File: config.mk
export PLATFORM = sky130hd
export DESIGN_NAME = oale_ctrl
export DESIGN_NICKNAME = d
export VERILOG_FILES = /design/src/rtl/oale_pkg.sv /design/src/rtl/oale_ctrl.sv
export SDC_FILE = /design/constraint.sdc
export NUM_CORES = 1
export LEC_CHECK = 0
export ABC_AREA = 0
export BUFFER_PORTS_ARGS = -buffer_cell sky130_fd_sc_hd__buf_2
export CAP_MARGIN = 10
export CORE_MARGIN = 3
export CORE_UTILIZATION = 40
export DETAILED_ROUTE_END_ITERATION = 6
export HOLD_SLACK_MARGIN = 0.15
export PLACE_DENSITY = 0.66
export SETUP_SLACK_MARGIN = 0.02
export SYNTH_ARGS = -nofsm -noshare
export SYNTH_HDL_FRONTEND = slang
export SYNTH_SLANG_ARGS = --single-unit
export TNS_END_PERCENT = 1
File: constraint.sdc
create_clock -name clk -period 2.3 [get_ports clk]
set_input_delay 0.23 -clock clk [delete_from_list [all_inputs] [get_ports clk]]
set_output_delay 0.23 -clock clk [all_outputs]
set_load 0.01 [all_outputs]
File: src/rtl/oale_pkg.sv
// Types, constants and field layout shared by the ordered array list engine.
package oale_pkg;

  localparam int unsigned CAPACITY_DEF      = 256;
  localparam int unsigned ELEMENT_WIDTH_DEF = 32;

  localparam int unsigned OP_W      = 3;
  localparam int unsigned IDX_A_W   = 9;
  localparam int unsigned IDX_B_W   = 8;
  localparam int unsigned VALUE_W   = 32;
  localparam int unsigned STATUS_W  = 2;
  localparam int unsigned LEN_W     = 9;

  localparam int unsigned OP_LSB    = 0;
  localparam int unsigned IA_LSB    = OP_LSB + OP_W;
  localparam int unsigned IB_LSB    = IA_LSB + IDX_A_W;
  localparam int unsigned VAL_LSB   = IB_LSB + IDX_B_W;
  localparam int unsigned S_USED_W  = VAL_LSB + VALUE_W;
  localparam int unsigned S_TDATA_W = ((S_USED_W + 7) / 8) * 8;

  localparam int unsigned RV_LSB    = STATUS_W;
  localparam int unsigned LEN_LSB   = RV_LSB + VALUE_W;
  localparam int unsigned M_USED_W  = LEN_LSB + LEN_W;
  localparam int unsigned M_TDATA_W = ((M_USED_W + 7) / 8) * 8;
  localparam int unsigned M_PAD_W   = M_TDATA_W - M_USED_W;

  typedef enum logic [OP_W-1:0] {
    OP_READ         = 3'd0,
    OP_INSERT       = 3'd1,
    OP_DELETE       = 3'd2,
    OP_DELETE_VALUE = 3'd3,
    OP_SWAP         = 3'd4,
    OP_CLEAR        = 3'd5
  } op_t;

  typedef enum logic [STATUS_W-1:0] {
    ST_OK        = 2'd0,
    ST_BAD_INDEX = 2'd1,
    ST_FULL      = 2'd2,
    ST_NOT_FOUND = 2'd3
  } status_t;

  typedef enum logic [2:0] {
    PTR_HOLD  = 3'd0,
    PTR_COUNT = 3'd1,
    PTR_IA    = 3'd2,
    PTR_ZERO  = 3'd3,
    PTR_INC   = 3'd4,
    PTR_DEC   = 3'd5
  } ptr_op_t;

  typedef enum logic [2:0] {
    ADDR_PTR    = 3'd0,
    ADDR_PTR_M1 = 3'd1,
    ADDR_PTR_P1 = 3'd2,
    ADDR_IA     = 3'd3,
    ADDR_IB     = 3'd4
  } addr_sel_t;

  typedef enum logic [1:0] {
    WD_RDATA = 2'd0,
    WD_WORD  = 2'd1,
    WD_TMP   = 2'd2
  } wdata_sel_t;

  typedef enum logic [1:0] {
    CNT_HOLD  = 2'd0,
    CNT_INC   = 2'd1,
    CNT_DEC   = 2'd2,
    CNT_CLEAR = 2'd3
  } cnt_op_t;

  typedef struct packed {
    logic       load;
    ptr_op_t    ptr_op;
    logic       rd_en;
    addr_sel_t  rd_sel;
    logic       wr_en;
    addr_sel_t  wr_sel;
    wdata_sel_t wd_sel;
    logic       tmp_ld;
    cnt_op_t    cnt_op;
    logic       res_ld;
    status_t    res_status;
  } cmd_t;

  typedef struct packed {
    op_t  op;
    logic ia_lt_cnt;
    logic ia_gt_cnt;
    logic ib_lt_cnt;
    logic ia_eq_ib;
    logic full;
    logic ptr_gt_ia;
    logic ptr_lt_cnt;
    logic ptr_p1_lt_cnt;
    logic match;
  } flags_t;

endpackage

File: src/rtl/oale_ctrl.sv
// Controller of the ordered array list engine: request sequencing and the result handshake.
module oale_ctrl (
  input  logic             clk,
  input  logic             rst,
  input  logic             s_tvalid,
  output logic             s_tready,
  output logic             m_tvalid,
  input  logic             m_tready,
  input  oale_pkg::flags_t flags,
  output oale_pkg::cmd_t   cmd
);

  typedef enum logic [11:0] {
    S_IDLE     = 12'h001,
    S_DISPATCH = 12'h002,
    S_UP_RD    = 12'h004,
    S_UP_WR    = 12'h008,
    S_DN_RD    = 12'h010,
    S_DN_WR    = 12'h020,
    S_SCAN_RD  = 12'h040,
    S_SCAN_CMP = 12'h080,
    S_SW_RB    = 12'h100,
    S_SW_WA    = 12'h200,
    S_SW_WB    = 12'h400,
    S_FINISH   = 12'h800
  } state_t;

  state_t            state, state_next;
  oale_pkg::status_t st, st_next;
  logic              out_free;

  assign s_tready = state == S_IDLE;
  assign out_free = !m_tvalid || m_tready;

  always_comb begin
    state_next = state;
    st_next    = st;
    cmd        = '0;
    unique case (state)
      S_IDLE: begin
        if (s_tvalid) begin
          cmd.load   = 1'b1;
          state_next = S_DISPATCH;
        end
      end
      S_DISPATCH: begin
        st_next    = oale_pkg::ST_OK;
        state_next = S_FINISH;
        unique case (flags.op)
          oale_pkg::OP_READ: begin
            if (flags.ia_lt_cnt) begin
              cmd.rd_en  = 1'b1;
              cmd.rd_sel = oale_pkg::ADDR_IA;
            end else begin
              st_next = oale_pkg::ST_BAD_INDEX;
            end
          end
          oale_pkg::OP_INSERT: begin
            if (flags.ia_gt_cnt) begin
              st_next = oale_pkg::ST_BAD_INDEX;
            end else if (flags.full) begin
              st_next = oale_pkg::ST_FULL;
            end else begin
              cmd.ptr_op = oale_pkg::PTR_COUNT;
              state_next = S_UP_RD;
            end
          end
          oale_pkg::OP_DELETE: begin
            if (flags.ia_lt_cnt) begin
              cmd.ptr_op = oale_pkg::PTR_IA;
              state_next = S_DN_RD;
            end else begin
              st_next = oale_pkg::ST_BAD_INDEX;
            end
          end
          oale_pkg::OP_DELETE_VALUE: begin
            cmd.ptr_op = oale_pkg::PTR_ZERO;
            state_next = S_SCAN_RD;
          end
          oale_pkg::OP_SWAP: begin
            if (flags.ia_lt_cnt && flags.ib_lt_cnt && !flags.ia_eq_ib) begin
              cmd.rd_en  = 1'b1;
              cmd.rd_sel = oale_pkg::ADDR_IA;
              state_next = S_SW_RB;
            end else begin
              st_next = oale_pkg::ST_BAD_INDEX;
            end
          end
          oale_pkg::OP_CLEAR: begin
            cmd.cnt_op = oale_pkg::CNT_CLEAR;
          end
          default: begin
          end
        endcase
      end
      // Open a gap at index_a by moving entries up, from the top down.
      S_UP_RD: begin
        if (flags.ptr_gt_ia) begin
          cmd.rd_en  = 1'b1;
          cmd.rd_sel = oale_pkg::ADDR_PTR_M1;
          state_next = S_UP_WR;
        end else begin
          cmd.wr_en  = 1'b1;
          cmd.wr_sel = oale_pkg::ADDR_IA;
          cmd.wd_sel = oale_pkg::WD_WORD;
          cmd.cnt_op = oale_pkg::CNT_INC;
          state_next = S_FINISH;
        end
      end
      S_UP_WR: begin
        cmd.wr_en  = 1'b1;
        cmd.wr_sel = oale_pkg::ADDR_PTR;
        cmd.wd_sel = oale_pkg::WD_RDATA;
        cmd.ptr_op = oale_pkg::PTR_DEC;
        state_next = S_UP_RD;
      end
      // Close the hole at the pointer by moving entries down.
      S_DN_RD: begin
        if (flags.ptr_p1_lt_cnt) begin
          cmd.rd_en  = 1'b1;
          cmd.rd_sel = oale_pkg::ADDR_PTR_P1;
          state_next = S_DN_WR;
        end else begin
          cmd.cnt_op = oale_pkg::CNT_DEC;
          state_next = S_FINISH;
        end
      end
      S_DN_WR: begin
        cmd.wr_en  = 1'b1;
        cmd.wr_sel = oale_pkg::ADDR_PTR;
        cmd.wd_sel = oale_pkg::WD_RDATA;
        cmd.ptr_op = oale_pkg::PTR_INC;
        state_next = S_DN_RD;
      end
      S_SCAN_RD: begin
        if (flags.ptr_lt_cnt) begin
          cmd.rd_en  = 1'b1;
          cmd.rd_sel = oale_pkg::ADDR_PTR;
          state_next = S_SCAN_CMP;
        end else begin
          st_next    = oale_pkg::ST_NOT_FOUND;
          state_next = S_FINISH;
        end
      end
      S_SCAN_CMP: begin
        if (flags.match) begin
          state_next = S_DN_RD;
        end else begin
          cmd.ptr_op = oale_pkg::PTR_INC;
          state_next = S_SCAN_RD;
        end
      end
      S_SW_RB: begin
        cmd.tmp_ld = 1'b1;
        cmd.rd_en  = 1'b1;
        cmd.rd_sel = oale_pkg::ADDR_IB;
        state_next = S_SW_WA;
      end
      S_SW_WA: begin
        cmd.wr_en  = 1'b1;
        cmd.wr_sel = oale_pkg::ADDR_IA;
        cmd.wd_sel = oale_pkg::WD_RDATA;
        state_next = S_SW_WB;
      end
      S_SW_WB: begin
        cmd.wr_en  = 1'b1;
        cmd.wr_sel = oale_pkg::ADDR_IB;
        cmd.wd_sel = oale_pkg::WD_TMP;
        state_next = S_FINISH;
      end
      S_FINISH: begin
        if (out_free) begin
          cmd.res_ld     = 1'b1;
          cmd.res_status = st;
          state_next     = S_IDLE;
        end
      end
      default: begin
        state_next = S_IDLE;
      end
    endcase
  end

  always_ff @(posedge clk) begin
    if (rst) begin
      state    <= S_IDLE;
      st       <= oale_pkg::ST_OK;
      m_tvalid <= 1'b0;
    end else begin
      state <= state_next;
      st    <= st_next;
      if (cmd.res_ld) begin
        m_tvalid <= 1'b1;
      end else if (m_tready) begin
        m_tvalid <= 1'b0;
      end
    end
  end

endmodule

Yosys cells after proc, flatten, opt, wreduce, memory -nomap -nowiden:

Cells that the tools add are included.

* register bits after elaboration: 15
* word-level logic and storage cells: 80
* output and inout bits: 22

* equality and inequality tests: 20
* reductions and logical operators: 12
* multiplexer cells: 45

Operators with widths (count)
* $pmux W12 S12: 1
* $mux W12: 9
* $pmux W12 S4: 1
* $pmux W6 S4: 1
* $mux W4: 5
* $pmux W4 S5: 1
* $pmux W2 S3: 3
* $eq A12 B1 Y1 const B: 1
* $eq A12 B10 Y1 const B: 1
* $eq A12 B11 Y1 const B: 1
* $eq A12 B12 Y1 const B: 1
* $eq A12 B2 Y1 const B: 1
* $eq A12 B3 Y1 const B: 1
* $eq A12 B4 Y1 const B: 1
* $eq A12 B5 Y1 const B: 1
* $eq A12 B6 Y1 const B: 1
* $eq A12 B7 Y1 const B: 1
* $eq A12 B8 Y1 const B: 1
* $eq A12 B9 Y1 const B: 1
* $mux W2: 6
* $pmux W3 S4: 1
* $mux W1: 10
* $mux W3: 3
* $pmux W4 S2: 1
* 14 further kinds: 23

Depth between registers and ports, before layout:

* depth in word-level cells: 5
* depth in mapped cells: 7
* mapped depth without buffers: 6

Worst setup path before layout:

No wires, ideal clock.

* kind: reg2out
* start point: register state[5]
* end point: output port cmd[0] in the netlist's numbering
* cell stages (with the launch flop): 7
* arrival: 1.723 ns
* required time: 2.070 ns
* path buffers: 1
* slack: 0.347 ns
* path through: dfxtp_1 buf_2 or4_1 nor4_2 nand2_1 nor2_1 and2_1

RTL lines
* from (decl): RTL line oale_ctrl.sv:28 `state_t state, state_next;`
* from (signal assigned): RTL line oale_ctrl.sv:190 `state <= state_next;`
* to (decl): RTL line oale_ctrl.sv:10 `output oale_pkg::cmd_t cmd`

==> impl_metrics.env <==
export IMPL_rows=18
export IMPL_drc=0
export IMPL_worst_path_largest_cell_delay_ps=570
export IMPL_crit_path_cell_trace="or4_4, nor3_4, nand4_1, nand2_1, nand4b_1, buf_2"
export IMPL_avgViaCountPerCell=5.652
export IMPL_setup_viol_count_final=0
export IMPL_areaGrowthSynthToFinish_pct=38.70
export IMPL_p_sw_mw=0.1563
export IMPL_finalMaxSlewViolations=0
export IMPL_cts_made_buffers=3
export IMPL_die_width_um=58.88
export IMPL_hold_violations=0
export IMPL_p_int_mw=0.3849
export IMPL_routed_wl_um=3536
export IMPL_fin_ws_ps=10.87
export IMPL_first_pass_iters=4
export IMPL_max_freq_ghz=0.4368
export IMPL_cp_slowest_cell="or4_4"
export IMPL_pwr_share_seq_pct=49.7
export IMPL_layout_commonest_cell="buf_2"
export IMPL_avgRoutedWirePerCell_um=15.18
export IMPL_power_frac_comb_pct=23.1
export IMPL_ios=38
export IMPL_final_antenna_net_count=0
export IMPL_clk_pin_slew_ps=90
export IMPL_p_per_area_nw_per_um2=348.8
export IMPL_core_um2=2567
export IMPL_cts_sinks=15
export IMPL_cp_num_buf_inv=1
export IMPL_hold_path_class="input port to flop"
export IMPL_die_area_um2=3467
export IMPL_netlist_area_um2=1119
export IMPL_dieHeight_um=58.88
export IMPL_yosysWarningCount=0
export IMPL_grt_remaining_overflow=0
export IMPL_ys_ff_latch=15
export IMPL_port_buffers=37
export IMPL_grt_pass1_wl_um=5361
export IMPL_initial_utilization_pct=43.57
export IMPL_critical_path_max_fanout=4
export IMPL_critical_path_startpoint="state[8]$_SDFFE_PP0P_"
export IMPL_crit_arrival_ps=2060
export IMPL_crit_path_end_kind="primary output"
export IMPL_path_class="flop to primary output"
export IMPL_crit_family="simple AND/OR/NAND/NOR gates"
export IMPL_grt_max_degree=16
export IMPL_static_leakage_power_nw=0.7980
export IMPL_ys_seq_area_share_pct=26.85
export IMPL_gp_congestion=0.9073
export IMPL_fin_worst_skew_ps=7.803
export IMPL_hpwl_um=2416
export IMPL_drive_gt1_share_pct=39.90
export IMPL_clockBufferDepth=2
export IMPL_worstReg2RegStart="state[8]$_SDFFE_PP0P_"
export IMPL_status="finished clean"
export IMPL_insertion_delay_ps=280
export IMPL_first_iter_violations=78
export IMPL_fin_crit_sh_pct=99.53
export IMPL_final_cell_mix="buf_2 (36), nor2_1 (21), buf_4 (16)"
export IMPL_h_tree_depth=1
export IMPL_tightest_slew_ps=389.2
export IMPL_cts_tree="built"
export IMPL_power_total_mw=0.5412
export IMPL_grt_pass1_vias=1129
export IMPL_min_from="flags[2]"
export IMPL_avgSynthCellArea_um2=7.263
export IMPL_grt_antenna_before_repair=0
export IMPL_final_net_count=220
export IMPL_timing_max_cap_violations=0
export IMPL_crit_path_start_kind="flop"
export IMPL_cp_required_ps=2070
export IMPL_ys_types=41
export IMPL_ir_drop_uv=276.6
export IMPL_place_ws_ps=196.9
export IMPL_synth_fp_nets=170
export IMPL_setup_tns_ps=0
export IMPL_rsz0062_at_grt="yes"
export IMPL_syn_inst=154
export IMPL_period_minus_slack_ps=2289
export IMPL_p_clk_share_pct=27.2
export IMPL_antenna_cells=0
export IMPL_grt_usage_pct=19.62
export IMPL_switching_share_pct=28.88
export IMPL_num_vias=1317
export IMPL_maxSlewHeadroom_pct=73.69
export IMPL_cts_root_buf="clkbuf_4"
export IMPL_holdWs_ps=249.7
kinds of logic (layout without fill, tap and decap cells):
| group | Yosys count | count (layout) | share of synthesized area (%) |
|---|---|---|---|
| and+or+nand+nor | 93 | 93 | 48.44 |
| AOI/OAI and AO/OA | 27 | 27 | 14.88 |
| DFF | 15 | 15 | 26.85 |
| buffers and inverters | 14 | 63 | 5.704 |
| xor gates and xnor gates | 3 | 3 | 2.349 |
| muxes | 2 | 2 | 1.790 |
synthesized netlist by cell type:
cell type / instances / share of area, %
nor4_4: 1 / 1.9
nor3_4: 1 / 1.5
nor2b_1: 9 / 5.0
mux2i_1: 2 / 1.8
or2_1: 1 / 0.56
and2_1: 4 / 2.2
nand2_1: 13 / 4.4
inv_1: 5 / 1.7
nand3b_1: 1 / 0.67
nor4_2: 2 / 2.2
buf_2: 3 / 1.3
nor4_1: 3 / 1.7
or4_1: 1 / 0.67
a21oi_1: 9 / 4.0
nand4b_1: 2 / 1.6
buf_4: 2 / 1.3
nor3_1: 5 / 2.2
o21ai_1: 2 / 0.89
a31oi_1: 1 / 0.56
and3_1: 1 / 0.56
a32oi_1: 1 / 0.78
and4_1: 1 / 0.78
a31o_1: 1 / 0.78
a21o_1: 2 / 1.3
nand4_1: 6 / 3.4
nor4b_1: 1 / 0.78
xnor2_1: 1 / 0.78
nand2b_1: 4 / 2.2
nor2_1: 24 / 8.1
xor2_1: 2 / 1.6
or3b_1: 1 / 0.78
dfxtp_1: 15 / 27
o211a_1: 2 / 1.8
or2_4: 1 / 0.78
o21ai_0: 7 / 3.1
clkbuf_1: 4 / 1.3
o32ai_1: 1 / 0.78
and4b_1: 1 / 0.89
nand3_1: 8 / 3.6
or4_4: 2 / 2.0
a311oi_1: 1 / 0.78
layout make-up:
type	count	area (µm²)
fill	221	1016
clock buffer	3	22.52
sequential	15	319.1
timing repair buffer	54	324.1
clock inverter	1	5.005
inverter	5	18.77
multi-input combinational	125	824.5
tap	30	37.54
stage by stage:
stage / cells / instance area (µm²) / utilization [%]
finish: 233 / 1551 / 60.43
global route: 233 / 1551 / 60.43
CTS: 222 / 1393 / 54.24
detailed placement: 215 / 1319 / 51.36
global placement: 215 / 1319 / 51.36
floorplan: 154 / 1119 / -
worst min-delay path, cell delays in order:
cell,delay (ps)
buf_2,100
nand4_1,110
nor2_1,40
power by group through the flow:
stage          logic, mW  clock network [mW]  registers, mW
2_1_floorplan     0.0702                   0          0.276
3_3_place_gp       0.105                   0          0.278
3_5_place_dp       0.106                   0          0.278
4_1_cts            0.111               0.152          0.271
5_1_grt            0.137               0.170          0.270
6_report           0.125               0.147          0.269
metal layers:
layer	GRT usage (%)	share of wire, %	vias up
li1	-	-	650
met1	27.73	42	603
met2	31.55	49	60
met3	2.851	7.9	4
met4	4.207	0.99	0
met5	0	0	-
what timing repair did:
| action | CTS | global route |
|---|---|---|
| resized for setup | 7 | 20 |
| setup buffers | 3 | 11 |
| pin swaps | 3 | 13 |
| endpoints found under the setup margin | 6 | 13 |
| hold endpoints to repair | 0 | 0 |
| hold buffers | 0 | 0 |
path summary, 6_finish.rpt:
path	end	slack [ps]	depth (start not counted)
max	cmd[15]	10	6
min	state[7]$_SDFFE_PP0P_	250	3
max reg2reg	state[2]$_SDFFE_PP0P_	360	7
min reg2reg	st[1]$_SDFFE_PP0P_	590	2
flip-flops by register name, summed over array words and instances, names as in the netlist:
signal,cells
state,12
st,2
m_tvalid,1
Note: power is estimated with default switching activity, not from simulation.
